[config.mk]
export PLATFORM = sky130hd
export DESIGN_NAME = gqtl_div
export DESIGN_NICKNAME = d
export VERILOG_FILES = /design/src/hdl/gqtl_pkg.sv /design/src/hdl/gqtl_div.sv
export SDC_FILE = /design/constraint.sdc
export NUM_CORES = 1
export LEC_CHECK = 0
export BUFFER_PORTS_ARGS = -buffer_cell sky130_fd_sc_hd__buf_2
export CAP_MARGIN = 5
export CORE_MARGIN = 10
export CORE_UTILIZATION = 35
export CTS_CLUSTER_SIZE = 40
export DETAILED_ROUTE_END_ITERATION = 16
export PLACE_DENSITY_LB_ADDON = 0.15
export SYNTH_ARGS = -nofsm -noshare
export SYNTH_HDL_FRONTEND = slang
export SYNTH_SLANG_ARGS = --single-unit
export TNS_END_PERCENT = 50
[constraint.sdc]
create_clock -name clock -period 2.96 [get_ports clock]
set_input_delay 0.296 -clock clock [delete_from_list [all_inputs] [get_ports clock]]
set_output_delay 0.296 -clock clock [all_outputs]
set_load 0.005 [all_outputs]
[src/hdl/gqtl_pkg.sv]
// Package: shared types, constants and command codes for the glyph quad text layout block.
`default_nettype none
package gqtl_pkg;
   localparam int GLYPH_SLOTS         = 256;
   localparam int TAB_SPACES_DEFAULT  = 4;

   localparam logic [7:0] CH_SPACE   = 8'd32;
   localparam logic [7:0] CH_TAB     = 8'd9;
   localparam logic [7:0] CH_NEWLINE = 8'd10;

   typedef enum logic [1:0] {
      CMD_LOAD  = 2'd0,
      CMD_START = 2'd1,
      CMD_PLACE = 2'd2,
      CMD_NONE  = 2'd3
   } cmd_type;

   typedef enum logic [2:0] {
      REG_PIXEL_SCALE    = 3'd0,
      REG_TEXT_SCALE     = 3'd1,
      REG_LINE_SPACING   = 3'd2,
      REG_TEXTURE_WIDTH  = 3'd3,
      REG_TEXTURE_HEIGHT = 3'd4,
      REG_TEXT_COLOR     = 3'd5
   } reg_type;

   typedef enum logic [3:0] {
      ST_IDLE, ST_READ, ST_MUL1, ST_MUL2, ST_MUL3, ST_DIV_DW, ST_DIV_ADV,
      ST_DIV_UL, ST_DIV_UR, ST_DIV_VT, ST_DIV_VB, ST_EMIT
   } state_type;

   typedef struct packed {
      logic        start;
      logic [39:0] dividend;
      logic [23:0] divisor;
   } div_req_type;
endpackage
`default_nettype wire

[src/hdl/gqtl_div.sv]
// Divider: restoring unsigned divide, one quotient bit per cycle.
`default_nettype none
module gqtl_div (
   input  wire logic                 clock,
   input  wire logic                 reset,
   input  wire gqtl_pkg::div_req_type req,
   output logic                      done,
   output logic [39:0]               quotient
);
   logic [39:0] quo_ff, quo_in;
   logic [24:0] rem_ff, rem_in;
   logic [23:0] dvs_ff, dvs_in;
   logic [5:0]  cnt_ff, cnt_in;
   logic        run_ff, run_in, done_ff, done_in;
   logic [24:0] trial;

   always_comb begin
      quo_in  = quo_ff;
      rem_in  = rem_ff;
      dvs_in  = dvs_ff;
      cnt_in  = cnt_ff;
      run_in  = run_ff;
      done_in = 1'b0;
      trial   = {rem_ff[23:0], quo_ff[39]};
      if (req.start) begin
         quo_in = req.dividend;
         rem_in = '0;
         dvs_in = req.divisor;
         cnt_in = 6'd40;
         run_in = 1'b1;
      end else if (run_ff) begin
         // shift one dividend bit into the partial remainder, subtract if it fits
         if (trial >= {1'b0, dvs_ff}) begin
            rem_in = trial - {1'b0, dvs_ff};
            quo_in = {quo_ff[38:0], 1'b1};
         end else begin
            rem_in = trial;
            quo_in = {quo_ff[38:0], 1'b0};
         end
         cnt_in = cnt_ff - 6'd1;
         if (cnt_ff == 6'd1) begin
            run_in  = 1'b0;
            done_in = 1'b1;
         end
      end
   end

   always_ff @(posedge clock) begin
      quo_ff <= quo_in;
      rem_ff <= rem_in;
      dvs_ff <= dvs_in;
      if (reset) begin
         cnt_ff  <= '0;
         run_ff  <= 1'b0;
         done_ff <= 1'b0;
      end else begin
         cnt_ff  <= cnt_in;
         run_ff  <= run_in;
         done_ff <= done_in;
      end
   end

   assign done     = done_ff;
   assign quotient = quo_ff;

`ifndef SYNTHESIS
   a_done_after_run: assert property (@(posedge clock) disable iff (reset)
      done_ff |-> $past(run_ff))
      else $error("divider done without a running division");
   a_no_restart_busy: assert property (@(posedge clock) disable iff (reset)
      run_ff |-> !done_ff)
      else $error("divider done while still running");
   a_count_live: assert property (@(posedge clock) disable iff (reset)
      run_ff |-> cnt_ff != 6'd0)
      else $error("divider running with zero count");
`endif
endmodule
`default_nettype wire

==> run metrics <==
status finished clean; CP endpoint kind flop; wire length per cell 17.01 um; leakage 2.746 nW; area share of fa/ha/maj cells after synthesis 6.361%; remaining antenna violation count 0; distinct cell type count after synthesis 57; # port buffers 107; hold_ws 114.8 ps; slowest CP cell or4b_1; global route total overflow 0; Total Routed Length 14.03 mm; Total GRT Usage 13.47%; first drt pass iteration count 4; deepest clock path buffer count 2; initial core utilization 35.71%; multiplexer area fraction after synthesis 8.827%; cts bufs inserted 9; number of synthesized flops with an enable pin 64; Crit path max-delay family compound AO/OA/AOI/OAI gates; CP peak stage delay 570 ps; CP Launch Type flop; Clock Sinks 96; Mapped Nets 624; Ys Warns 0; Antenna Cells 0; Die Area 20,890 um^2; core area 15,200 um^2; commonest non-fill, non-tap cell in the layout buf_2; cell count after synthesis 530; Synth Area in Compound Gates 15.21%; cells along the critical path inv_1 -> ha_1 -> nor2b_1 -> o31ai_4 -> a211oi_4 -> o21ai_2 -> a31oi_4 -> nor2_2 -> or4b_1 -> a311oi_1; fill cell count 1,502; Max FO, Critical Path 6; post-synth top area share 35.40%; final hold vios 0; RSZ-0062 raised after global routing yes; largest net degree at the start of global routing 49; final worst-path cycle share 94.39%; clk_skew 9.064 ps; Max Cap Viol 0; DP Wirelength 10.32 mm; maximum VDD drop 0.3197 mV; count of final setup violators 0; Hold WC Path Type in -> reg; register area share after synthesis 47.20%; gpl congestion 0.8538; clock latency on the worst-skew pair 350 ps; fmax 0.3579 GHz; Synth Area in XOR/XNOR 3.549%; total number of vias 4,252; CTS H-tree lvls 3; root buf cell clkbuf_16; Synth area leaders edfxtp_1 35%, dfxtp_1 12%, mux2_2 8.1%; PwrDens 547.0 nW/um^2; Post-Syn Area per Cell 10.24 um^2; Hold-fix buffers, CTS 0; Netlist Area Pre-Place 5429 um^2; Die X-Extent 144.5 um; vias in the first global route 4,362; Final Net Count 726; Synth Register Bits 96; CP bufs+invs 1; Crit Path Class reg -> reg; initial antenna violation count 0; shortest period the worst path allows 2794 ps; top_reg_cell synth edfxtp_1; number of post-CTS setup repair buffers 0; CTS tree built; Vias/cell 5.154; P&R area growth vs syn 19.68%; post-CTS sizing 0; first-pass GRT wire length 22.31 mm; Worst Path Required 3220 ps; final slew viol count 0; Yosys top cell by area edfxtp_1; Worst slew margin 65.33%; Async SR Flop Fraction 0%; Rows 45; Die Y 144.5 um; largest family of logic cells by synthesized area compound AO/OA/AOI/OAI gates; Synth Area in Simple Gates 13.76%; setup_tns 0 ps; fraction of layout cells with a size suffix above 1 29.67%; drt initial violations 318; most frequent cells in the layout 106 x buf_2, 64 x edfxtp_1, 45 x nor2_1; I/O pin count 108; worst endpoint data arrival time 3050 ps; worst slew pin tran 520.1 ps; clk slew on worst S/H paths 70 ps; drt drc 0
-- registers in the layout (all words and copies together) (netlist names) --
name,cells
cnt_ff,6
done,1
dvs_ff,24
quotient,40
rem_ff,24
run_ff,1
-- power breakdown --
part	internal (W)	leakage, nW	switching, W
sequential	0.00156	0.900	0.0000602
combinational	0.000359	1.72	0.000469
clock	0.000569	0.129	0.000534
-- cell families (layout without fill, tap and decap cells) --
family,Yosys count,count (layout)
muxes,43,43
and+or+nand+nor,151,151
adders and majority gates,27,27
AOI/OAI and AO/OA,119,119
DFF,96,96
xor gates and xnor gates,22,22
buffers and inverters,72,179
-- metrics by stage --
step	cell area, um^2	cells	setup slack, ps	total power, W	util (%)
2_1_floorplan	5429	530	435.8	0.002186	-
3_3_place_gp	6196	809	227.7	0.002467	40.76
3_5_place_dp	6196	809	187.4	0.002474	40.76
4_1_cts	6467	825	171.5	0.003590	42.54
5_1_grt	6497	825	-17.25	0.003760	42.74
6_report	6497	825	166.2	0.003554	42.74
-- layout make-up --
cell class / count / area [um^2] / share of cell area [%]
clock buffers: 9 / 225.2 / 3.466
clock inverters: 7 / 46.29 / 0.7125
inverters: 40 / 150.1 / 2.311
multi-input cells: 362 / 2620 / 40.32
flip-flops and latches: 96 / 2562 / 39.44
well taps: 188 / 235.2 / 3.620
repair buffers: 123 / 658.1 / 10.13
-- worst paths after layout --
| path | start | cells after the start | slack [ps] | to |
|---|---|---|---|---|
| max | dvs_ff[1]$_DFFE_PP_ | 10 | 170 | rem_ff[5]$_SDFFE_PP0P_ |
| min | req[2] | 1 | 110 | dvs_ff[2]$_DFFE_PP_ |
| max reg2reg | dvs_ff[1]$_DFFE_PP_ | 10 | 170 | rem_ff[5]$_SDFFE_PP0P_ |
| min reg2reg | rem_ff[7]$_SDFFE_PP0P_ | 2 | 500 | rem_ff[8]$_SDFFE_PP0P_ |
-- routing by layer --
metal  vias to the layer above  GRT usage, %  routed length [um]
met5                         -             0                   0
li1                       2138             -                   -
met1                      1993         16.53                6236
met2                       111         22.23                6789
met4                         0         3.830                 126
met3                        10         4.198                 882
-- Yosys cell counts (6+ instances only) --
| master | instances |
|---|---|
| a311oi_1 | 18 |
| mux2_2 | 39 |
| nor2b_1 | 6 |
| o21bai_1 | 6 |
| nand2_1 | 27 |
| nor2_1 | 46 |
| a21oi_1 | 25 |
| edfxtp_1 | 64 |
| dfxtp_1 | 32 |
| a21o_1 | 9 |
| inv_1 | 40 |
| nand2b_1 | 7 |
| o21ai_0 | 29 |
| nor3_1 | 14 |
| nand3_1 | 22 |
| xor2_1 | 7 |
| o211ai_1 | 6 |
| ha_1 | 26 |
| xnor2_1 | 15 |
| clkbuf_1 | 23 |
Note: power is estimated with default switching activity, not from simulation.
